### config.mk
export PLATFORM = sky130hd
export DESIGN_NAME = gcrdrs_store
export DESIGN_NICKNAME = d
export VERILOG_FILES = /design/src/rtl/gcr_disk_read_stream_unit_assert.svh /design/src/rtl/gcrdrs_pkg.sv /design/src/rtl/gcrdrs_store.sv
export SDC_FILE = /design/constraint.sdc
export NUM_CORES = 2
export LEC_CHECK = 0
export ABC_AREA = 1
export ABC_CLOCK_PERIOD_IN_PS = 2900
export BUFFER_PORTS_ARGS = -buffer_cell sky130_fd_sc_hd__buf_2
export CAP_MARGIN = 40
export CORE_UTILIZATION = 55
export CTS_CLUSTER_DIAMETER = 40
export DETAILED_ROUTE_END_ITERATION = 7
export PLACE_DENSITY_LB_ADDON = 0.1
export SLEW_MARGIN = 20
export SYNTH_ARGS = -nofsm -noshare
export SYNTH_HDL_FRONTEND = slang
export SYNTH_SLANG_ARGS = --single-unit
### constraint.sdc
create_clock -name i_clk -period 2.9 [get_ports i_clk]
set_input_delay 0 -clock i_clk [delete_from_list [all_inputs] [get_ports i_clk]]
set_output_delay 0 -clock i_clk [all_outputs]
set_load 0.02 [all_outputs]
### src/rtl/gcr_disk_read_stream_unit_assert.svh
// Assertion macros for the disk read stream unit
`ifndef GCR_DISK_READ_STREAM_UNIT_ASSERT_SVH
`define GCR_DISK_READ_STREAM_UNIT_ASSERT_SVH
`ifndef SYNTHESIS
`define GCRDRS_ASSERT_IMP(lbl, ante, cons) \
    lbl: assert property (@(posedge i_clk) disable iff (!i_rst_n) (ante) |-> (cons)) \
        else $error("gcrdrs assertion failed");
`define GCRDRS_ASSERT_NXT(lbl, ante, cons) \
    lbl: assert property (@(posedge i_clk) disable iff (!i_rst_n) (ante) |=> (cons)) \
        else $error("gcrdrs assertion failed");
`else
`define GCRDRS_ASSERT_IMP(lbl, ante, cons)
`define GCRDRS_ASSERT_NXT(lbl, ante, cons)
`endif
`endif

### src/rtl/gcrdrs_pkg.sv
// Shared constants, types and group-code functions for the disk read stream unit
package gcrdrs_pkg;

    localparam int TICKS_PER_BYTE = 26;
    localparam int FRAME_BYTES    = 295;
    localparam int SECTOR_COUNT   = 2;
    localparam int SECTOR_BYTES   = 256;

    localparam int PHASE_W = $clog2(TICKS_PER_BYTE);
    localparam int POS_W   = $clog2(FRAME_BYTES);
    localparam int Q_W     = $clog2(FRAME_BYTES / 5 + 1);
    localparam int SEC_W   = (SECTOR_COUNT > 1) ? $clog2(SECTOR_COUNT) : 1;
    localparam int GRP_W   = $clog2(SECTOR_BYTES / 4);
    localparam int ROW_W   = SEC_W + GRP_W;
    localparam int ROWS    = SECTOR_COUNT * SECTOR_BYTES / 4;

    localparam int SYNC_A_END  = 5;
    localparam int HDR_END     = 15;
    localparam int SYNC_B_BEG  = 25;
    localparam int DATA_BEG    = 30;
    localparam int DATA_END    = 290;
    localparam int DATA_Q_BEG  = DATA_BEG / 5;
    localparam int HDR_Q_TWO   = 2;

    localparam logic [7:0] HDR_ID   = 8'h08;
    localparam logic [7:0] HDR_PAD  = 8'h0A;
    localparam logic [7:0] HDR_TAIL = 8'h0F;
    localparam logic [7:0] GAP_BYTE = 8'hFF;

    localparam logic OP_TICK  = 1'b0;
    localparam logic OP_WRITE = 1'b1;

    typedef logic [3:0][7:0] t_row;

    typedef struct packed {
        logic [2:0]       k;
        logic             sync;
        logic             hdr;
        logic             hdr_two;
        logic             dat;
        logic             ready;
        logic [5:0]       track;
        logic [SEC_W-1:0] sector;
    } t_tick_info;

    function automatic logic [4:0] code5(input logic [3:0] nib);
        logic [4:0] c;
        case (nib)
            4'h0: c = 5'h0A;  4'h1: c = 5'h0B;  4'h2: c = 5'h12;  4'h3: c = 5'h13;
            4'h4: c = 5'h0E;  4'h5: c = 5'h0F;  4'h6: c = 5'h16;  4'h7: c = 5'h17;
            4'h8: c = 5'h09;  4'h9: c = 5'h19;  4'hA: c = 5'h1A;  4'hB: c = 5'h1B;
            4'hC: c = 5'h0D;  4'hD: c = 5'h1D;  4'hE: c = 5'h1E;  default: c = 5'h15;
        endcase
        return c;
    endfunction

    function automatic logic [7:0] coded_byte(input logic [2:0] k, input t_row g);
        logic [39:0] bits;
        logic [7:0]  r;
        bits = {code5(g[0][7:4]), code5(g[0][3:0]), code5(g[1][7:4]), code5(g[1][3:0]),
                code5(g[2][7:4]), code5(g[2][3:0]), code5(g[3][7:4]), code5(g[3][3:0])};
        case (k)
            3'd0:    r = bits[39:32];
            3'd1:    r = bits[31:24];
            3'd2:    r = bits[23:16];
            3'd3:    r = bits[15:8];
            default: r = bits[7:0];
        endcase
        return r;
    endfunction

endpackage

### src/rtl/gcrdrs_store.sv
// Sector store: word memory of 4-byte rows with per-row valid bits
module gcrdrs_store import gcrdrs_pkg::*; (
    input  logic             i_clk,
    input  logic             i_rst_n,
    input  logic             i_wr_en,
    input  logic [ROW_W-1:0] i_wr_row,
    input  logic [1:0]       i_wr_lane,
    input  logic [7:0]       i_wr_data,
    input  logic             i_rd_en,
    input  logic [ROW_W-1:0] i_rd_row,
    output t_row             o_rd_data
);

    t_row            r_mem [0:ROWS-1];
    logic [ROWS-1:0] r_valid;
    t_row            r_rd_data;
    logic            r_rd_valid;

    always_ff @(posedge i_clk) begin
        if (!i_rst_n) begin
            r_valid <= '0;
        end else if (i_wr_en) begin
            r_valid[i_wr_row] <= 1'b1;
        end
    end

    always_ff @(posedge i_clk) begin
        if (i_wr_en) begin
            for (int l = 0; l < 4; l++) begin
                if (l == int'(i_wr_lane)) begin
                    r_mem[i_wr_row][l] <= i_wr_data;
                end else if (!r_valid[i_wr_row]) begin
                    r_mem[i_wr_row][l] <= 8'h00;
                end
            end
        end
    end

    always_ff @(posedge i_clk) begin
        if (i_rd_en) begin
            r_rd_data  <= r_mem[i_rd_row];
            r_rd_valid <= r_valid[i_rd_row];
        end
    end

    assign o_rd_data = r_rd_valid ? r_rd_data : '0;

endmodule

==> After elaboration in Yosys (flattened, before gate mapping) <==
Memory sizes are Yosys's and may differ from the RTL's. A register that Yosys moved wholly into a read port is not among the register bits.
Cells that the tools add are included.
{ "totals": {"rom_bits": 0, "latchBits": 0, "ramBits": 4096, "n_memories": 1, "wordCells": 52, "reg_bits": 129, "input_bits": 28, "out_inout_bits": 32} }
{ "op_classes": {"n_eq_ne": 3, "n_shift": 0, "n_reduce_logical": 2, "n_mux": 36, "magnitude_cmp": 3, "n_bitwise": 5, "n_addsub": 0, "n_div": 0, "multipliers": 0} }
{ "memory_table": {"columns": ["name", "depth", "word_bits", "rd", "rd_ports_with_merged_regs", "wr", "line_no", "rtl"], "rows": [
  ["r_mem", 128, 32, 1, 1, 1, "gcrdrs_store.sv:14", "t_row r_mem [0:ROWS-1];"]
]} }
{ "op_table": {"columns": ["cell", "count"], "rows": [
  ["$or 128x128->128", 1],
  ["$mux 32", 1],
  ["$mux 8", 4],
  ["$mux 1", 28],
  ["$lt 7x8->1 const B", 2],
  ["$bmux 1 s7", 2],
  ["$demux 1 s7", 1],
  ["$ge 7x1->1 const B", 1],
  ["$eq 2x2->1 const A", 2],
  ["$or 1x1->1", 4],
  ["$eq 1x2->1 const A", 1],
  ["$logic_not 2->1", 1],
  ["$logic_and 1x1->1", 1]
]} }

==> Depth between registers and ports, before layout <==
{ "logic_depth": {"depth_word": 7, "ltp_mapped": 18, "mapped_depth_nobuf": 15} }

==> Least setup slack after synthesis <==
OpenSTA, ideal clock, no wires.
{ "synth_path": {"path_type": "input -> register", "startpoint": "input port i_wr_row[0]", "endpoint": "memory r_mem[0][0] (netlist name), data pin", "arrival_time_ps": 2734, "slack_ps": -320, "path_buffers": 3, "stages": 16, "t_required_ps": 2413, "path_cell_list": "buf_2 buf_6 buf_2 o21ai_1 nand2_1 nand2_1 nand2_1 nand2_1 nand2_1 nand2_1 nor2_1 nor2_1 nor2_4 nand3_1 nand2_1 inv_1"} }
{ "synth_between": {"elab_chain_len": 7} }
{ "synth_rtl": {"columns": ["element", "line_no", "rtl"], "rows": [
  ["start: declaration", "gcrdrs_store.sv:6", "input logic [ROW_W-1:0] i_wr_row,"],
  ["$bmux 1 s7", "gcrdrs_store.sv:32", "end else if (!r_valid[i_wr_row]) begin"],
  ["$mux 1 (implied by the code)", "gcrdrs_store.sv:32", null],
  ["$mux 1", "gcrdrs_store.sv:32", null],
  ["$mux 1", "gcrdrs_store.sv:30", "if (l == int'(i_wr_lane)) begin"],
  ["$mux 1", "gcrdrs_store.sv:28", "if (i_wr_en) begin"],
  ["$mux 1 (implied by the code)", "gcrdrs_store.sv:33", "r_mem[i_wr_row][l] <= 8'h00;"],
  ["$mux 8 (no line)", null, null],
  ["end: declaration", "gcrdrs_store.sv:14", null]
]} }
Every way passes these cells. The select of a mux whose other input is x is not followed.

==> Worst setup path after layout <==
{ "layout_path": {"startpoint": "input port i_wr_row[3]", "endpoint": "memory r_mem[93][30] (netlist name) (enable)"} }
{ "layout_between": {"elab_chain_len": 7} }
{ "layout_rtl": {"columns": ["element", "line_no"], "rows": [
  ["$bmux 1 s7", "gcrdrs_store.sv:32"],
  ["$mux 1 (implied by the code)", "gcrdrs_store.sv:32"],
  ["$mux 1", "gcrdrs_store.sv:32"],
  ["$mux 1", "gcrdrs_store.sv:30"],
  ["$mux 1", "gcrdrs_store.sv:28"],
  ["$mux 1 (implied by the code)", "gcrdrs_store.sv:33"],
  ["$or 1x1->1 (no line)", null]
]} }
Several ways; a longest one is shown, not always the timed one. The select of a mux whose other input is x is not followed.

==> metrics.txt <==
# TYPE chip_impl_metric gauge
chip_impl_info{name="post-synth-top-area-cell",value="sky130_fd_sc_hd__edfxtp_1"} 1
chip_impl_info{name="critPathKind",value="primary input to register"} 1
chip_impl_metric{name="globalRouteTotalUtil",unit=""} 0.354
chip_impl_metric{name="die_area",unit="sq mm"} 0.314
chip_impl_metric{name="drt_iter0_drc",unit=""} 17089
chip_impl_info{name="critical-path-slowest-cell",value="sky130_fd_sc_hd__dlygate4sd3_1"} 1
chip_impl_info{name="synth_top_cells_by_area",value="sky130_fd_sc_hd__edfxtp_1 (72%), sky130_fd_sc_hd__o21ai_0 (6.1%), sky130_fd_sc_hd__nor2_1 (4.4%)"} 1
chip_impl_metric{name="routabilityCongestion",unit=""} 0.945
chip_impl_metric{name="netlist-cell-type-count",unit=""} 23
chip_impl_metric{name="finalCoreUtilization",unit=""} 0.666
chip_impl_metric{name="cts.clk_slew.worst_paths",unit="ns"} 0.05
chip_impl_metric{name="grt_first_pass_wirelength",unit="um"} 809000
chip_impl_info{name="outcome",value="finished with violations"} 1
chip_impl_info{name="violations",value="design-rule violations, negative setup slack"} 1
chip_impl_info{name="timing.critical_path.from",value="i_wr_row[3]"} 1
chip_impl_metric{name="synthCells",unit=""} 14101
chip_impl_info{name="mostFrequentLayoutCell",value="sky130_fd_sc_hd__edfxtp_1"} 1
chip_impl_metric{name="drive_gt1_frac",unit=""} 0.160
chip_impl_metric{name="route.final.wire_length",unit="um"} 565000
chip_impl_info{name="endpoint",value="r_mem[93][30]"} 1
chip_impl_metric{name="number_of_global_route_vias_before_repair",unit=""} 118711
chip_impl_metric{name="global_route.usage.met1",unit=""} 0.484
chip_impl_info{name="critPathMostFrequentCell",value="sky130_fd_sc_hd__nand2_1"} 1
chip_impl_metric{name="cp.arrival",unit="ns"} 3.67
chip_impl_info{name="ctsRootBufferMaster",value="sky130_fd_sc_hd__clkbuf_16"} 1
chip_impl_metric{name="die_height",unit="um"} 560
chip_impl_metric{name="cts_buffer_depth",unit=""} 4
chip_impl_metric{name="insertion_delay",unit="ns"} 1.03
chip_impl_metric{name="globalRouteOverflowTotal",unit=""} 0
chip_impl_metric{name="yosysSeqAreaShare",unit=""} 0.739
chip_impl_metric{name="cp_data_required_time",unit="ns"} 3.54
chip_impl_metric{name="h_tree_depth",unit=""} 6
chip_impl_metric{name="finalSetupTns",unit="ns"} -11.80
chip_impl_metric{name="synth.ff_latch_count",unit=""} 4257
chip_impl_metric{name="floorplan.io_pins",unit=""} 60
chip_impl_metric{name="floorplan.die.width",unit="um"} 560
chip_impl_info{name="most-common-layout-cells",value="sky130_fd_sc_hd__edfxtp_1 (4129), sky130_fd_sc_hd__o21ai_0 (2091), sky130_fd_sc_hd__nor2_1 (2011), sky130_fd_sc_hd__nand2_1 (1500), sky130_fd_sc_hd__nand3_1 (1113)"} 1
chip_impl_metric{name="grt_start_max_net_pins",unit=""} 206
chip_impl_metric{name="via_count",unit=""} 122890
chip_impl_info{name="crit-reg2reg-capture",value="r_mem[93][30]"} 1
chip_impl_metric{name="max-slew-margin-rel",unit=""} 0.263
chip_impl_metric{name="final_nets",unit=""} 14768
chip_impl_metric{name="routed_via_density",unit=""} 6.35
chip_impl_metric{name="syn-cell-area",unit="sq mm"} 0.171
chip_impl_metric{name="layout-area-overhead-vs-synth",unit="%"} 20.2
chip_impl_metric{name="ff2ff_setup_slack",unit="ns"} -0.01
chip_impl_metric{name="rr_worst_depth",unit=""} 14
chip_impl_metric{name="port_buffers",unit=""} 59
chip_impl_metric{name="floorplan.initialDensity",unit=""} 0.554
chip_impl_metric{name="tightestPinTransition",unit="ns"} 1.11
chip_impl_metric{name="grt_use_met3",unit=""} 0.0691
chip_impl_metric{name="synth_top_area_share",unit=""} 0.724
chip_impl_metric{name="final_hold_viol_count",unit=""} 0
chip_impl_info{name="setup.worst_path.end_class",value="register"} 1
chip_impl_metric{name="drv_slew",unit=""} 0
chip_impl_metric{name="timing.critical_path.fanout_max",unit=""} 20
chip_impl_info{name="cts_tree",value="done"} 1
chip_impl_info{name="global_route.peak_usage_layer",value="met2"} 1
chip_impl_metric{name="mappedNetlistNets",unit=""} 14129
chip_impl_metric{name="drt_drc_violations_left",unit=""} 1
chip_impl_metric{name="timing.final.setup_violations",unit=""} 221
chip_impl_metric{name="drt-wirelength-per-cell",unit="um"} 29.2
chip_impl_metric{name="rows",unit=""} 204
chip_impl_metric{name="leakagePower",unit="uW"} 0.0701
chip_impl_metric{name="slowest_delay",unit="ns"} 0.67
chip_impl_metric{name="initial_antenna_violation_count",unit=""} 26
chip_impl_metric{name="whs_path_depth",unit=""} 3
chip_impl_info{name="hold_path.class",value="primary input to register"} 1
chip_impl_metric{name="finalWorstPathRequiredPeriod",unit="ns"} 3.03
chip_impl_metric{name="irDropWorstVdd",unit="uV"} 609
chip_impl_metric{name="finalWorstSetupSlack",unit="ns"} -0.128
chip_impl_info{name="grt_setup_unrepaired",value="yes"} 1
chip_impl_metric{name="timing.clock.skew",unit="ns"} 0.0373
chip_impl_metric{name="met2_usage",unit=""} 0.542
chip_impl_info{name="worst_setup_path_start_kind",value="primary input"} 1
chip_impl_metric{name="maxClockFrequency",unit="MHz"} 330
chip_impl_metric{name="final_antenna_net_count",unit=""} 0
chip_impl_info{name="cell_breakdown_of_the_critical_path",value="dlygate4sd3_1, buf_2, inv_1, nand2_1, dlygate4sd3_1, buf_4, nor2_1, nand2_1, nand2_1, inv_1, nand2_1, nor2_4, nand2_8, buf_12, buf_12, a21oi_1"} 1
chip_impl_info{name="rr_startpoint",value="r_valid[83]"} 1
chip_impl_metric{name="detailedPlacementHpwl",unit="um"} 372000
chip_impl_metric{name="yosysWarnings",unit=""} 0
chip_impl_metric{name="cts_made_buffers",unit=""} 572
chip_impl_metric{name="power_density",unit="mW/mm^2"} 731
chip_impl_metric{name="cts.sink_count",unit=""} 4257
chip_impl_metric{name="drv_cap",unit=""} 0
chip_impl_metric{name="syn_avg_cell_area",unit="sq um"} 12.2
chip_impl_metric{name="finalCritPeriodShare",unit=""} 1.04
chip_impl_metric{name="coreArea",unit="sq mm"} 0.309
chip_impl_metric{name="drt_first_pass_iters",unit=""} 8
==> how the worst min path moves through the flow <==
stage | to | startpoint | slack [ns]
5_1_grt | r_mem[38][21] | i_wr_lane[1] | 0.001
2_1_floorplan | r_rd_data[0] | i_rd_en | 0.11
6_report | r_mem[38][21] | i_wr_lane[1] | 0.03
4_1_cts | r_mem[16][21] | i_wr_lane[1] | 0.003
3_3_place_gp | r_valid[9] | r_valid[9] | 0.45
3_5_place_dp | r_valid[31] | r_valid[31] | 0.46
==> per-stage QoR <==
stage | instances | setup slack (ns) | area, sq um | total power (uW) | hold slack, ns
2_1_floorplan | 14101 | 0.0369 | 171000 | 74600 | 0.112
3_3_place_gp | 18228 | -0.388 | 184000 | 79900 | 0.450
3_5_place_dp | 18238 | -0.392 | 184000 | 79900 | 0.461
4_1_cts | 19317 | -0.127 | 205000 | 151000 | 0.00254
5_1_grt | 19343 | -0.0905 | 206000 | 154000 | 0.00141
6_report | 19346 | -0.128 | 206000 | 151000 | 0.0320
==> report_power, final <==
group / switching (uW) / internal, uW / total [uW]
logic: 7800 / 3120 / 10900
clock network: 28200 / 43100 / 71400
registers: 99.7 / 68100 / 68200
==> critical path: cells and delay by family <==
family | cells | cell delay, ns
AOI/OAI and AO/OA | 1 | 0.63
buffers and inverters | 8 | 2.18
and+or+nand+nor | 7 | 0.80
==> Yosys cell counts <==
cell,n
sky130_fd_sc_hd__nand2_4,1
sky130_fd_sc_hd__nand3_1,1116
sky130_fd_sc_hd__buf_6,7
sky130_fd_sc_hd__inv_1,240
sky130_fd_sc_hd__o22ai_1,992
sky130_fd_sc_hd__clkbuf_1,772
sky130_fd_sc_hd__nand4_1,2
sky130_fd_sc_hd__edfxtp_1,4129
sky130_fd_sc_hd__buf_2,187
sky130_fd_sc_hd__buf_1,111
sky130_fd_sc_hd__buf_4,6
sky130_fd_sc_hd__nand2_1,1509
sky130_fd_sc_hd__nor3_1,20
sky130_fd_sc_hd__clkinv_1,3
sky130_fd_sc_hd__nor2_2,3
sky130_fd_sc_hd__o211ai_1,8
sky130_fd_sc_hd__a21oi_1,737
sky130_fd_sc_hd__dfxtp_1,128
sky130_fd_sc_hd__o21ai_0,2091
sky130_fd_sc_hd__nor2_4,2
sky130_fd_sc_hd__o21ai_1,13
sky130_fd_sc_hd__inv_2,5
sky130_fd_sc_hd__nor2_1,2019
==> state kept, by name, indices dropped and copies added (netlist names) <==
signal,flops
r_mem,4096
r_rd_valid,1
r_rd_data,32
r_valid,128
==> layer usage <==
layer  wire [um]  share of wire  vias up
li1            -              -    53340
met1      218000           0.39    60844
met2      256000           0.45     7442
met3       57800           0.10     1256
met4       33100          0.059        8
met5          57        0.00010        -
==> what timing repair did <==
item                        CTS  global route
setup buffers                 0             2
hold buffers                 28             0
cloned                        0             4
setup endpoints to repair  2737          5342
pin swaps                     0             2
gates resized for setup     230           129
hold endpoints to repair   1588             0
==> final cells by class <==
| cell class | count | area [sq um] |
|---|---|---|
| sequential | 4257 | 127000 |
| clock inverter | 418 | 4770 |
| inverter | 248 | 1090 |
| clock buffer | 633 | 14800 |
| multi-input combinational | 8513 | 41000 |
| timing repair buffer | 1148 | 12600 |
| antenna | 9 | 22.5 |
| fill | 22675 | 103000 |
| tap | 4120 | 5150 |
==> logic make-up after synthesis <==
kind of cell / after synthesis / synth area share
simple gates: 4672 / 0.111
flops: 4257 / 0.739
compound gates: 3841 / 0.120
buf+inv: 1331 / 0.0310
No activity file was read; power rests on OpenSTA's default activity.
