**src/rtl/gcr_disk_read_stream_unit_assert.svh**
```systemverilog
// Assertion macros for the disk read stream unit
`ifndef GCR_DISK_READ_STREAM_UNIT_ASSERT_SVH
`define GCR_DISK_READ_STREAM_UNIT_ASSERT_SVH
`ifndef SYNTHESIS
`define GCRDRS_ASSERT_IMP(lbl, ante, cons) \
    lbl: assert property (@(posedge i_clk) disable iff (!i_rst_n) (ante) |-> (cons)) \
        else $error("gcrdrs assertion failed");
`define GCRDRS_ASSERT_NXT(lbl, ante, cons) \
    lbl: assert property (@(posedge i_clk) disable iff (!i_rst_n) (ante) |=> (cons)) \
        else $error("gcrdrs assertion failed");
`else
`define GCRDRS_ASSERT_IMP(lbl, ante, cons)
`define GCRDRS_ASSERT_NXT(lbl, ante, cons)
`endif
`endif

```
**src/rtl/gcrdrs_pkg.sv**
```systemverilog
// Shared constants, types and group-code functions for the disk read stream unit
package gcrdrs_pkg;

    localparam int TICKS_PER_BYTE = 26;
    localparam int FRAME_BYTES    = 295;
    localparam int SECTOR_COUNT   = 2;
    localparam int SECTOR_BYTES   = 256;

    localparam int PHASE_W = $clog2(TICKS_PER_BYTE);
    localparam int POS_W   = $clog2(FRAME_BYTES);
    localparam int Q_W     = $clog2(FRAME_BYTES / 5 + 1);
    localparam int SEC_W   = (SECTOR_COUNT > 1) ? $clog2(SECTOR_COUNT) : 1;
    localparam int GRP_W   = $clog2(SECTOR_BYTES / 4);
    localparam int ROW_W   = SEC_W + GRP_W;
    localparam int ROWS    = SECTOR_COUNT * SECTOR_BYTES / 4;

    localparam int SYNC_A_END  = 5;
    localparam int HDR_END     = 15;
    localparam int SYNC_B_BEG  = 25;
    localparam int DATA_BEG    = 30;
    localparam int DATA_END    = 290;
    localparam int DATA_Q_BEG  = DATA_BEG / 5;
    localparam int HDR_Q_TWO   = 2;

    localparam logic [7:0] HDR_ID   = 8'h08;
    localparam logic [7:0] HDR_PAD  = 8'h0A;
    localparam logic [7:0] HDR_TAIL = 8'h0F;
    localparam logic [7:0] GAP_BYTE = 8'hFF;

    localparam logic OP_TICK  = 1'b0;
    localparam logic OP_WRITE = 1'b1;

    typedef logic [3:0][7:0] t_row;

    typedef struct packed {
        logic [2:0]       k;
        logic             sync;
        logic             hdr;
        logic             hdr_two;
        logic             dat;
        logic             ready;
        logic [5:0]       track;
        logic [SEC_W-1:0] sector;
    } t_tick_info;

    function automatic logic [4:0] code5(input logic [3:0] nib);
        logic [4:0] c;
        case (nib)
            4'h0: c = 5'h0A;  4'h1: c = 5'h0B;  4'h2: c = 5'h12;  4'h3: c = 5'h13;
            4'h4: c = 5'h0E;  4'h5: c = 5'h0F;  4'h6: c = 5'h16;  4'h7: c = 5'h17;
            4'h8: c = 5'h09;  4'h9: c = 5'h19;  4'hA: c = 5'h1A;  4'hB: c = 5'h1B;
            4'hC: c = 5'h0D;  4'hD: c = 5'h1D;  4'hE: c = 5'h1E;  default: c = 5'h15;
        endcase
        return c;
    endfunction

    function automatic logic [7:0] coded_byte(input logic [2:0] k, input t_row g);
        logic [39:0] bits;
        logic [7:0]  r;
        bits = {code5(g[0][7:4]), code5(g[0][3:0]), code5(g[1][7:4]), code5(g[1][3:0]),
                code5(g[2][7:4]), code5(g[2][3:0]), code5(g[3][7:4]), code5(g[3][3:0])};
        case (k)
            3'd0:    r = bits[39:32];
            3'd1:    r = bits[31:24];
            3'd2:    r = bits[23:16];
            3'd3:    r = bits[15:8];
            default: r = bits[7:0];
        endcase
        return r;
    endfunction

endpackage

```
**src/rtl/gcrdrs_seq.sv**
```systemverilog
// Head timing: tick phase, frame position, sector and byte-ready tracking
module gcrdrs_seq import gcrdrs_pkg::*; (
    input  logic             i_clk,
    input  logic             i_rst_n,
    input  logic             i_tick,
    input  logic [5:0]       i_track,
    input  logic             i_soe,
    output t_tick_info       o_info,
    output logic [ROW_W-1:0] o_rd_row
);

    logic [PHASE_W-1:0] r_phase, n_phase;
    logic [POS_W-1:0]   r_pos, n_pos;
    logic [Q_W-1:0]     r_q, n_q;
    logic [2:0]         r_k, n_k;
    logic [SEC_W-1:0]   r_sector, n_sector;
    logic               r_prev_soe;
    logic               edge_hit;
    logic [PHASE_W:0]   phase_inc;
    logic [POS_W:0]     pos_inc;
    logic [SEC_W:0]     sec_inc;
    logic [Q_W-1:0]     grp;

    always_comb begin
        phase_inc = {1'b0, r_phase} + 1'b1;
        pos_inc   = {1'b0, r_pos} + 1'b1;
        sec_inc   = {1'b0, r_sector} + 1'b1;
        n_phase   = phase_inc[PHASE_W-1:0];
        n_pos     = r_pos;
        n_q       = r_q;
        n_k       = r_k;
        n_sector  = r_sector;
        edge_hit  = 1'b0;
        if (phase_inc >= (PHASE_W+1)'(TICKS_PER_BYTE)) begin
            n_phase  = '0;
            edge_hit = 1'b1;
            if (pos_inc >= (POS_W+1)'(FRAME_BYTES)) begin
                n_pos = '0;
                n_q   = '0;
                n_k   = '0;
                n_sector = (sec_inc >= (SEC_W+1)'(SECTOR_COUNT)) ? '0 : sec_inc[SEC_W-1:0];
            end else begin
                n_pos = pos_inc[POS_W-1:0];
                if (r_k == 3'd4) begin
                    n_k = '0;
                    n_q = r_q + 1'b1;
                end else begin
                    n_k = r_k + 1'b1;
                end
            end
        end
    end

    always_ff @(posedge i_clk) begin
        if (!i_rst_n) begin
            r_phase    <= '0;
            r_pos      <= '0;
            r_q        <= '0;
            r_k        <= '0;
            r_sector   <= '0;
            r_prev_soe <= 1'b1;
        end else if (i_tick) begin
            r_phase    <= n_phase;
            r_pos      <= n_pos;
            r_q        <= n_q;
            r_k        <= n_k;
            r_sector   <= n_sector;
            r_prev_soe <= i_soe;
        end
    end

    always_comb begin
        o_info.k       = n_k;
        o_info.sync    = (n_pos < POS_W'(SYNC_A_END)) ||
                         (n_pos >= POS_W'(SYNC_B_BEG) && n_pos < POS_W'(DATA_BEG));
        o_info.hdr     = (n_pos >= POS_W'(SYNC_A_END)) && (n_pos < POS_W'(HDR_END));
        o_info.hdr_two = (n_q == Q_W'(HDR_Q_TWO));
        o_info.dat     = (n_pos >= POS_W'(DATA_BEG)) && (n_pos < POS_W'(DATA_END));
        o_info.ready   = (edge_hit || !r_prev_soe) && !o_info.sync;
        o_info.track   = i_track;
        o_info.sector  = n_sector;
        grp            = n_q - Q_W'(DATA_Q_BEG);
        o_rd_row       = {n_sector, grp[GRP_W-1:0]};
    end

endmodule

```
**config.mk**
```make
export PLATFORM = sky130hd
export DESIGN_NAME = gcrdrs_seq
export DESIGN_NICKNAME = d
export VERILOG_FILES = /design/src/rtl/gcr_disk_read_stream_unit_assert.svh /design/src/rtl/gcrdrs_pkg.sv /design/src/rtl/gcrdrs_seq.sv
export SDC_FILE = /design/constraint.sdc
export NUM_CORES = 1
export LEC_CHECK = 0
export BUFFER_PORTS_ARGS = -buffer_cell sky130_fd_sc_hd__buf_2
export CAP_MARGIN = 5
export CORE_UTILIZATION = 50
export CTS_BUF_LIST = sky130_fd_sc_hd__clkbuf_8 sky130_fd_sc_hd__clkbuf_16
export DETAILED_ROUTE_END_ITERATION = 10
export PLACE_DENSITY = 0.71
export SKIP_LAST_GASP = 1
export SLEW_MARGIN = 25
export SYNTH_ARGS = -nofsm -noshare
export SYNTH_HDL_FRONTEND = slang
export SYNTH_SLANG_ARGS = --single-unit
```
**constraint.sdc**
```tcl
create_clock -name i_clk -period 2.93 [get_ports i_clk]
set_input_delay 0.293 -clock i_clk [delete_from_list [all_inputs] [get_ports i_clk]]
set_output_delay 0.293 -clock i_clk [all_outputs]
set_load 0.02 [all_outputs]
```
Yosys cells after proc, flatten, opt, wreduce, memory -nomap -nowiden
Index checks and enable logic that the tools add are counted.
{"block": "classes", "n_mux": 13, "n_addsub": 6, "n_eq_ne": 2, "magnitude_cmp": 10, "reduce_logical": 8}
{"cell": "9-bit by 5-bit greater-or-equal comparator with 1-bit output (second input constant)", "count": 2}
{"cell": "6-bit 2-to-1 mux", "count": 3}
{"cell": "9-bit 2-to-1 mux", "count": 2}
{"cell": "9-bit by 1-bit adder with 10-bit output (second input constant)", "count": 1}
{"cell": "10-bit by 9-bit greater-or-equal comparator with 1-bit output (second input constant)", "count": 1}
{"cell": "9-bit by 3-bit greater-or-equal comparator with 1-bit output (second input constant)", "count": 1}
{"cell": "9-bit by 3-bit less-than comparator with 1-bit output (second input constant)", "count": 1}
{"cell": "9-bit by 4-bit less-than comparator with 1-bit output (second input constant)", "count": 1}
{"cell": "9-bit by 5-bit less-than comparator with 1-bit output (second input constant)", "count": 1}
{"cell": "9-bit less-than comparator (second input constant)", "count": 1}
{"cell": "3-bit 2-to-1 mux", "count": 3}
{"cell": "5-bit by 1-bit adder with 6-bit output (second input constant)", "count": 1}
{"cell": "6-bit by 1-bit adder with 6-bit output (second input constant)", "count": 1}
{"cell": "6-bit by 2-bit equality test with 1-bit output (second input constant)", "count": 1}
{"cell": "6-bit by 5-bit greater-or-equal comparator with 1-bit output (second input constant)", "count": 1}
{"cell": "6-bit by 3-bit subtractor with 6-bit output (second input constant)", "count": 1}
{"cell": "5-bit 2-to-1 mux", "count": 1}
{"cell": "1-bit logical AND", "count": 4}
{"cell": "1-bit 2-to-1 mux", "count": 4}
{"cell": "3-bit by 1-bit adder with 3-bit output (second input constant)", "count": 1}
{"cell": "3-bit equality test (second input constant)", "count": 1}
{"cell": "1-bit by 1-bit adder with 2-bit output (second input constant)", "count": 1}
{"cell": "2-bit greater-or-equal comparator (second input constant)", "count": 1}
{"cell": "1-bit zero test", "count": 2}
{"cell": "1-bit logical OR", "count": 2}
{"block": "totals", "in_bits": 10, "out_inout_bits": 22, "elab_cells": 45, "regBits": 25}

Logic depth before layout (Yosys ltp)
Gate-level depths: netlist of run 1.
{"block": "depth", "depth_word": 9, "ltp_mapped": 13, "depth_no_buf": 12}

Worst setup path before layout of run 1
OpenSTA, ideal clock, no wires.
{"block": "synth_timing", "path_kind": "flip-flop to output port", "startpoint": "register r_phase[1]", "endpoint": "output port o_rd_row[5]", "stages_incl_launch_ff": 13, "path_buffers": 1, "required_time_ns": 2.637, "t_arrival_ns": 2.830, "setup_slack_ns": -0.193, "path_cell_list": "dfxtp_1 -> inv_1 -> ha_1 -> nor4b_1 -> a211oi_2 -> or2_2 -> buf_2 -> o31ai_1 -> a32oi_2 -> inv_1 -> ha_1 -> nor2_2 -> xor2_1"}
{"block": "synth_via", "elab_chain_len": 4}
{"item": "from (decl)", "line_no": "gcrdrs_seq.sv:12", "text": "logic [PHASE_W-1:0] r_phase, n_phase;"}
{"item": "from (signal assigned)", "line_no": "gcrdrs_seq.sv:63", "text": "r_phase <= n_phase;"}
{"item": "5-bit by 1-bit adder with 6-bit output", "line_no": "gcrdrs_seq.sv:25", "text": "phase_inc = {1'b0, r_phase} + 1'b1;"}
{"item": "6-bit by 5-bit greater-or-equal comparator with 1-bit output", "line_no": "gcrdrs_seq.sv:34", "text": "if (phase_inc >= (PHASE_W+1)'(TICKS_PER_BYTE)) begin"}
{"item": "6-bit 2-to-1 mux", "line_no": "gcrdrs_seq.sv:34"}
{"item": "via n_q[1]", "line_no": "gcrdrs_seq.sv:14", "text": "logic [Q_W-1:0] r_q, n_q;"}
{"item": "6-bit by 3-bit subtractor with 6-bit output", "line_no": "gcrdrs_seq.sv:82", "text": "grp = n_q - Q_W'(DATA_Q_BEG);"}
{"item": "to (decl)", "line_no": "gcrdrs_seq.sv:9", "text": "output logic [ROW_W-1:0] o_rd_row"}
The timed path passes the listed nets, and every way through them passes these cells.

==> summary.md, run 1 <==
| Metric | Value |
|---|---|
| Vias | `2540` |
| Clk root buf | `clkbuf_8` |
| Met3 Use GR | `0.05428` |
| Top cells by area, synth | `dfxtp_1, nor2_1, buf_4` |
| PwrDens | `211.0 nW/um2` |
| Failing checks | `negative setup slack` |
| Number of global-route vias before repair | `2304` |
| Setup CP Type | `reg2out` |
| Core Rows | `23` |
| Die area | `4738 um2` |
| Syn Inst Count | `278` |
| Mapped Nets | `296` |
| Share of layout cells above drive strength 1 | `0.5072` |
| Final core utilization | `0.8092` |
| Final worst slack | `-0.4384 ns` |
| Clock skew | `0.008126 ns` |
| Maximum vdd drop | `0.0002469 V` |
| Synth Flop Type | `dfxtp_1` |
| Routing usage on met1 | `0.3920` |
| Gpl congestion | `0.9457` |
| Worst-Margin Slew | `0.8135 ns` |
| CP dominant cell by count | `buf_6` |
| CP arrival | `3.08 ns` |
| Residual DRC | `0` |
| Die height | `68.84 um` |
| Fmax | `296.9 MHz` |
| YS warnings | `0` |
| Post-synth top area share | `0.2241` |
| Max-cap violations | `0` |
| Antenna Cells | `0` |
| Initial Util | `0.5389` |
| Critical path required time | `2.64 ns` |
| First-pass GRT wire length | `11180 um` |
| RSZ-0062 raised after global routing | `true` |
| Seq cells post-synth | `25` |
| Num ports | `32` |
| Minimum clock period | `3.368 ns` |
| Tcrit/Tclk final | `1.150` |
| Maximum number of pins on one net before global-route repair | `27` |
| Vias per cell | `6.430` |
| FF+latch area | `510.5 um2` |
| Worst skew pair latency | `0.28 ns` |
| Number of antenna-violating nets in the routed design | `0` |
| Critical Path Slowest Stage Cell | `dfxtp_2` |
| Final WL | `8244 um` |
| Max Root-Sink Buffers | `2` |
| Filler cells | `239` |
| Pre-CTS setup slack | `-0.1284 ns` |
| Async SR Flop Fraction | `0` |
| Initial antenna violation count | `0` |
| Synthesized cell area | `2233 um2` |
| GR peak layer | `met2` |
| Element type at the critical path end | `output port` |
| Drt first pass iters | `5` |
| Final setup violation count | `11` |
| Die W | `68.84 um` |
| TritonCTS clock tree | `done` |
| Nets@finish | `364` |
| Crit path launch type | `flop` |
| Clock buffer count from CTS | `3` |
| CTS Hold Buffers Added | `0` |
| Relative slew slack | `0.4571` |
| Critical-path cell list | `buf_6 > buf_4 > buf_4 > and4_1 > a32o_2 > or2_4 > buf_6 > nand2_2 > mux2i_1 > nand3_1 > a21o_1 > a2bb2oi_2 > buf_6` |
| Critical-path maximum fanout | `7` |
| Core Area | `4144 um2` |
| Post-synthesis cell type count | `70` |
| Total GRT Usage | `0.3257` |
| R2r setup slk | `0.12 ns` |
| Synth-to-Final Area Change | `50.14%` |
| Clock sinks | `25` |
| H-tree depth | `1` |
| Status | `complete, but fails checks` |
| Sequential fraction of the synthesis area | `0.2241` |
| Wire per inst | `20.87 um` |
| Post-DP HPWL | `4159 um` |
| Initial DRC Count | `243` |
| Clock Pin Slew Worst Setup and Hold Paths | `0.09 ns` |
| Synth area leader | `dfxtp_1` |
| Fin Setup TNS | `-2.798 ns` |
| Slew Limit Fails | `0` |
| Cells after DPL | `366` |
| Final global-route overflow total | `0` |
| IO Port Bufs | `19` |
| Syn Area/Cell | `8.034 um2` |
| Final hold violations | `0` |
| Post-synth EDFFs | `0` |
| Multi-input gate area | `1951 um2` |
| Hold Crit Class | `in2reg` |
| Final std cells w/o fill | `395` |
| Critical Path Max Stage Delay | `0.34 ns` |
| Leak pwr | `1.351 nW` |
| Met2 usage | `0.5686` |
==> per-layer routing <==
layer | vias to the layer above | share of wire
met1 | 1199 | 0.39
li1 | 1129 | -
met3 | 43 | 0.071
met4 | 0 | 0.045
met2 | 169 | 0.49
met5 | - | 0
==> metrics by stage <==
stage,hold slack (ns),area [um2],power (mW)
2_1_floorplan,0.3549,2261,0.4354
3_3_place_gp,0.4781,2596,0.4542
3_5_place_dp,0.4980,2596,0.4564
4_1_cts,0.2212,3148,0.6858
5_1_grt,0.2294,3353,0.7299
6_report,0.2229,3353,0.7075
==> state kept, by name, indices dropped and copies added (netlist names) <==
name / count
r_pos: 9
r_q: 6
r_phase: 5
r_k: 3
r_prev_soe: 1
r_sector: 1
==> worst paths after layout <==
path | end | from | cells past startpoint
max | o_info[8] | r_phase[1] | 13
min | r_prev_soe | i_rst_n | 2
max reg2reg | r_pos[5] | r_pos[1] | 12
min reg2reg | r_prev_soe | r_prev_soe | 2
==> logic make-up after synthesis <==
logic type	count (synthesis)	synth area share
adder cells (fa/ha/maj)	8	0.04482
multiplexers	10	0.04594
AO/OA/AOI/OAI	66	0.2381
XOR/XNOR	16	0.06275
AND/OR/NAND/NOR	118	0.2936
flip-flops	25	0.2241
buffers and inverters	35	0.09075
==> what timing repair did <==
action / in CTS / in global routing
resized for setup: 74 / 37
setup buffers: 18 / 8
pin swaps: 36 / 18
setup endpoints to repair: 13 / 16
gates cloned: 1 / 0
==> worst max-delay path: cells and delay by family (launching register included) <==
family	cells	cell delay (ns)
DFF	1	0.34
and+or+nand+nor	4	0.76
muxes	1	0.28
buffers and inverters	5	0.66
AOI/OAI and AO/OA	3	0.75
==> cell usage after synthesis, types with 5 or more instances <==
library cell,count
nor2_1,32
nand2_1,27
dfxtp_1,25
a21oi_1,15
buf_4,14
nor3_1,11
o21ai_0,11
inv_1,9
ha_1,8
mux2i_1,8
xnor2_1,8
xor2_1,8
clkbuf_1,5
nand3_1,5
o31ai_1,5
==> power by group <==
group          switching, mW  leakage, nW  internal (mW)
Combinational         0.0697         1.12         0.0637
Sequential            0.0114        0.206          0.347
Clock                  0.120       0.0255         0.0955
==> cells in the final DEF (no fill, tap or decap), types with 3 or more instances in the layout <==
cell type,Yosys,layout
dfxtp_2,0,5
a211oi_1,4,4
ha_1,8,3
xnor2_1,8,4
o21ai_0,11,9
nor4_4,1,3
xor2_2,0,3
nand2_2,2,5
buf_6,2,18
dfxtp_1,25,19
buf_4,14,61
nor2_4,1,3
inv_2,0,3
nand3_2,2,3
inv_1,9,6
xnor2_2,0,4
nor2_1,32,30
nor3_4,1,3
buf_12,0,3
mux2i_1,8,8
nand2_1,27,24
clkbuf_8,0,3
a21oi_2,1,3
or2_4,1,3
a21oi_4,1,3
ha_4,0,4
o31ai_4,0,4
buf_2,3,5
nor3_1,11,8
nand3_1,5,4
xor2_1,8,5
a21oi_1,15,12
==> layout make-up <==
cell class	count	share of cell area
clock buffer	3	0.01231
clock inverter	1	0.001493
inverter	10	0.01119
multi-input combinational	219	0.5817
sequential	25	0.1522
tap	50	0.01866
timing repair buffer	87	0.2224
Note: power is estimated with default switching activity, not from simulation.
==> inputs of run 2 (changes only) <==
Settings changed: PLACE_DENSITY 0.71 to 0.81.
==> run 2 against run 1 <==
Compared with the run above:
- setup slack got worse by 0.0031 ns
- register-to-register slack improved by 0.04 ns
- clock power about the same
- sequential share of layout area increased by 0.066 points
- design area increased by 0.30%
- the flow still finishes with violations (negative setup slack)
- hold slack improved by 0.0043 ns
- utilization increased by 0.24 points
==> summary.md, run 2 (synthesis gave the netlist of run 1 again) <==
| Metric | Value |
|---|---|
| Hold Crit Class | `in2reg` |
| Switching part of the total | `0.2863` |
| Gpl congestion | `0.9190` |
| Clock Pin Slew Worst Setup and Hold Paths | `0.09 ns` |
| First-pass GRT wire length | `11160 um` |
| Int Power | `0.5052 mW` |
| Die area | `4738 um2` |
| Core Rows | `23` |
| Final hold violations | `0` |
| Leak pwr | `1.328 nW` |
| Worst skew pair latency | `0.29 ns` |
| R2r setup slk | `0.16 ns` |
| Total GRT Usage | `0.3206` |
| Sequential power share | `0.508` |
| RSZ-0062 raised after global routing | `true` |
| Nets@finish | `363` |
| Clock buffer count from CTS | `3` |
| Multi-input gate area | `1968 um2` |
| Minimum clock period | `3.371 ns` |
| Tcrit/Tclk final | `1.151` |
| FF+latch area | `514.2 um2` |
| Most common cell after layout, fill and taps aside | `buf_4` |
| Core Area | `4144 um2` |
| Area after DPL | `2571 um2` |
| Antenna Cells | `0` |
| Crit path launch type | `flop` |
| Filler cells | `228` |
| TritonCTS clock tree | `done` |
| Vias | `2590` |
| Failing checks | `negative setup slack` |
| CTS Hold Buffers Added | `0` |
| Clk root buf | `clkbuf_8` |
| Fmax | `296.6 MHz` |
| Clock sinks | `25` |
| Slew Limit Fails | `0` |
| Setup CP Type | `reg2out` |
| Vias per cell | `6.574` |
| Max-cap violations | `0` |
| Top Registers | `r_pos x9, r_q x6, r_phase x5` |
| Relative slew slack | `0.4823` |
| Number of global-route vias before repair | `2305` |
| Biggest register | `r_pos` |
| Maximum number of pins on one net before global-route repair | `27` |
| Die height | `68.84 um` |
| Post-DP HPWL | `4083 um` |
| Final core utilization | `0.8116` |
| Largest register FFs | `9` |
| Fin Setup TNS | `-2.706 ns` |
| Die W | `68.84 um` |
| Maximum vdd drop | `0.0002367 V` |
| Wire per inst | `22.06 um` |
| Initial Util | `0.5389` |
| Status | `complete, but fails checks` |
| Critical-path maximum fanout | `5` |
| Most frequent cells in the layout | `buf_4, nor2_1, nand2_1` |
| Final WL | `8693 um` |
| Synth-to-Final Area Change | `50.59%` |
| Drt first pass iters | `6` |
| Initial antenna violation count | `0` |
| Number of antenna-violating nets in the routed design | `0` |
| Design Area, Final | `3363 um2` |
| Num ports | `32` |
| PwrDens | `210.5 nW/um2` |
| Initial DRC Count | `323` |
| Critical path required time | `2.64 ns` |
| IO Port Bufs | `19` |
| Final setup violation count | `11` |
| CP arrival | `3.08 ns` |
| NetSw | `0.2027 mW` |
| Worst-Margin Slew | `0.7758 ns` |
| Clock skew | `0.01277 ns` |
| Residual DRC | `0` |
| Comb pwr share | `0.183` |
| Clock power frac | `0.308` |
| Final worst slack | `-0.4415 ns` |
| H-tree depth | `1` |
| Final global-route overflow total | `0` |
| Share of layout cells above drive strength 1 | `0.5000` |
| Max Root-Sink Buffers | `2` |
| Element type at the critical path end | `output port` |
==> run 2: metal layers <==
metal | share of wire | up-vias | wire, um | GRT usage
met3 | 0.070 | 52 | 607 | 0.06086
met1 | 0.36 | 1243 | 3122 | 0.3899
met5 | 0 | - | 0 | 0
met2 | 0.51 | 171 | 4449 | 0.5343
li1 | - | 1124 | - | -
met4 | 0.059 | 0 | 514 | 0.1658
==> run 2: worst max-delay path: stages (launching register included) <==
cell,delay (ns)
dfxtp_4,0.39
inv_2,0.05
ha_4,0.22
nor4b_4,0.13
a211oi_2,0.22
buf_4,0.18
nor2_4,0.07
buf_4,0.17
nor4_1,0.46
xnor2_1,0.24
nor2_1,0.30
xor2_2,0.21
buf_6,0.15
==> run 2: what timing repair did <==
item,in CTS,in global routing
pin swaps,27,13
gates cloned,0,1
endpoints found under the hold margin,0,0
buffers inserted,15,14
resized for setup,65,52
endpoints found under the setup margin,10,16
==> run 2: path summary, 6_finish.rpt <==
| kind | start | cells past startpoint | endpoint |
|---|---|---|---|
| setup reg to reg | r_phase[1] | 15 | r_q[0] |
| hold reg to reg | r_prev_soe | 2 | r_prev_soe |
| hold / removal | i_rst_n | 2 | r_prev_soe |
| setup / recovery | r_phase[1] | 12 | o_rd_row[5] |
==> run 2: power by group through the flow <==
| stage | combinational (mW) | sequential (mW) | clock (mW) |
|---|---|---|---|
| floorplan | 0.0744 | 0.361 | 0 |
| global placement | 0.0876 | 0.363 | 0 |
| detailed placement | 0.0900 | 0.364 | 0 |
| CTS | 0.112 | 0.359 | 0.209 |
| global route | 0.137 | 0.361 | 0.230 |
| finish | 0.130 | 0.360 | 0.218 |
==> run 2: area by class of cell <==
cell class | instances | share of cell area
clock inverters | 1 | 0.001488
multi-input cells | 218 | 0.5852
flip-flops and latches | 25 | 0.1529
well taps | 50 | 0.01860
clock buffers | 3 | 0.01228
repair buffers | 87 | 0.2176
inverters | 10 | 0.01190
==> run 2: through the flow <==
step | worst slack (ns) | total power, mW | cells | hold WS, ns
after floorplan | -0.02767 | 0.4354 | 278 | 0.3549
after global placement | -0.03943 | 0.4511 | 361 | 0.4812
after detailed placement | -0.1039 | 0.4540 | 361 | 0.4963
after CTS | -0.2465 | 0.6799 | 380 | 0.2205
after global routing | -0.5424 | 0.7280 | 394 | 0.2272
final | -0.4415 | 0.7080 | 394 | 0.2273
==> inputs of run 3 (changes only) <==
Settings changed: RECOVER_POWER set to 50.
==> run 3 against run 2 <==
Compared with the run above:
- the run still ends with negative setup slack left
- non-clock buffer count stayed put
- power is 0.17% higher
- register-to-register slack worse by 0.02 ns
- clock skew is 0.0011 ns lower
- clock-buffer cell count stayed put
==> summary.md, run 3 (synthesis gave the netlist of run 1 again) <==
| Metric | Value |
|---|---|
| Die area | `4738 um2` |
| Worst-Margin Slew | `1.378 ns` |
| Slew Limit Fails | `0` |
| Max-cap violations | `0` |
| Maximum number of pins on one net before global-route repair | `27` |
| Initial antenna violation count | `0` |
| Total power draw | `0.7092 mW` |
| Die W | `68.84 um` |
| Post-DP HPWL | `4083 um` |
| Wire per inst | `22.16 um` |
| Relative slew slack | `0.08147` |
| Minimum clock period | `3.369 ns` |
| Hold Crit Class | `in2reg` |
| Clock skew | `0.01164 ns` |
| Filler cells | `229` |
| Final hold violations | `0` |
| Initial Util | `0.5389` |
| Largest register FFs | `9` |
| Clock sinks | `25` |
| Failing checks | `negative setup slack` |
| Final setup violation count | `11` |
| Fin Setup TNS | `-2.833 ns` |
| Nets@finish | `363` |
| Reg2reg end | `r_q[0]` |
| Clk root buf | `clkbuf_8` |
| Num ports | `32` |
| Vias | `2626` |
| Total GRT Usage | `0.3206` |
| Number of antenna-violating nets in the routed design | `0` |
| Vias per cell | `6.665` |
| RR Startpoint | `r_phase[1]` |
| Initial DRC Count | `323` |
| Share of layout cells above drive strength 1 | `0.4971` |
| Crit path launch type | `flop` |
| Final std cells w/o fill | `394` |
| H-tree depth | `1` |
| Pre-CTS setup slack | `-0.1039 ns` |
| CP startpoint | `r_phase[1]` |
| CP arrival | `3.08 ns` |
| R2R cell count | `15` |
| Critical path required time | `2.64 ns` |
| Core Area | `4144 um2` |
| Number of global-route vias before repair | `2305` |
| Max Root-Sink Buffers | `2` |
| Final worst slack | `-0.4388 ns` |
| Cells after DPL | `361` |
| R2r setup slk | `0.14 ns` |
| Critical-path maximum fanout | `5` |
| Most common cell after layout, fill and taps aside | `buf_4` |
| Drt first pass iters | `5` |
| Setup CP Type | `reg2out` |
| Die height | `68.84 um` |
| PwrDens | `210.9 nW/um2` |
| Leak pwr | `1.326 nW` |
| Top Registers | `r_pos x9, r_q x6, r_phase x5` |
| Final global-route overflow total | `0` |
| Antenna Cells | `0` |
| First-pass GRT wire length | `11160 um` |
| Gpl congestion | `0.9190` |
| Maximum vdd drop | `0.0002369 V` |
| Most frequent cells in the layout | `buf_4, nor2_1, nand2_1` |
| Residual DRC | `0` |
| Element type at the critical path end | `output port` |
| IO Port Bufs | `19` |
| Setup crit end | `o_rd_row[5]` |
| Tcrit/Tclk final | `1.150` |
| Worst skew pair latency | `0.29 ns` |
| Synth-to-Final Area Change | `50.53%` |
| Core Rows | `23` |
| Final WL | `8730 um` |
| RSZ-0062 raised after global routing | `true` |
| Fmax | `296.8 MHz` |
| Clock buffer count from CTS | `3` |
| TritonCTS clock tree | `done` |
| Biggest register | `r_pos` |
| Clock Pin Slew Worst Setup and Hold Paths | `0.09 ns` |
| Status | `complete, but fails checks` |
==> run 3: cell types whose count changed in the layout (fill, tap and decap cells not counted) <==
| cell | previous run | this run |
|---|---|---|
| buf_2 | 4 | 3 |
| clkbuf_1 | 0 | 1 |
==> run 3: layer usage <==
layer | track usage | vias up | wire length [um]
li1 | - | 1126 | -
met1 | 0.3899 | 1260 | 3163
met2 | 0.5343 | 182 | 4505
met3 | 0.06086 | 58 | 573
met4 | 0.1658 | 0 | 488
met5 | 0 | - | 0
==> run 3: area by class of cell <==
| type | count | area, um2 | share of cell area |
|---|---|---|---|
| inverters | 10 | 40.04 | 0.01191 |
| clock inverters | 1 | 5.005 | 0.001489 |
| well taps | 50 | 62.56 | 0.01861 |
| clock buffers | 3 | 41.29 | 0.01228 |
| flip-flops and latches | 25 | 514.2 | 0.1530 |
| repair buffers | 87 | 730.7 | 0.2173 |
| multi-input cells | 218 | 1968 | 0.5854 |
==> run 3: how the worst min path moves through the flow <==
stage / slack [ns] / from / to / depth (start not counted)
after floorplan: 0.35 / i_rst_n / r_prev_soe / 1
after global placement: 0.48 / r_prev_soe / r_prev_soe / 2
after detailed placement: 0.50 / r_prev_soe / r_prev_soe / 2
after CTS: 0.22 / i_rst_n / r_prev_soe / 2
after global routing: 0.23 / i_rst_n / r_prev_soe / 2
final: 0.23 / i_rst_n / r_prev_soe / 2
==> run 3: report_power, final <==
part           internal (mW)  total (mW)  switching [mW]
sequential             0.347       0.360          0.0130
combinational         0.0630       0.130          0.0672
clock                 0.0958       0.219           0.123
==> run 3: through the flow <==
step / instance area, um2 / hold WS [ns] / util
after floorplan: 2261 / 0.3549 / -
after global placement: 2571 / 0.4812 / 0.6205
after detailed placement: 2571 / 0.4963 / 0.6205
after CTS: 3023 / 0.2205 / 0.7295
after global routing: 3362 / 0.2272 / 0.8113
final: 3362 / 0.2275 / 0.8113
==> run 3: critical path, stage by stage, from the launching register on <==
cell and delay (ns):
dfxtp_4 0.39, inv_2 0.05, ha_4 0.22, nor4b_4 0.13
a211oi_2 0.22, buf_4 0.18, nor2_4 0.07, buf_4 0.17
nor4_1 0.47, xnor2_1 0.23, nor2_1 0.30, xor2_2 0.21
buf_6 0.15
==> run 3: repair_timing <==
item,4_1_cts,5_1_grt
resized for setup,65,52
cloned,0,1
setup endpoints to repair,10,16
pin swaps,27,13
buffers inserted,15,14
hold buffers,0,0
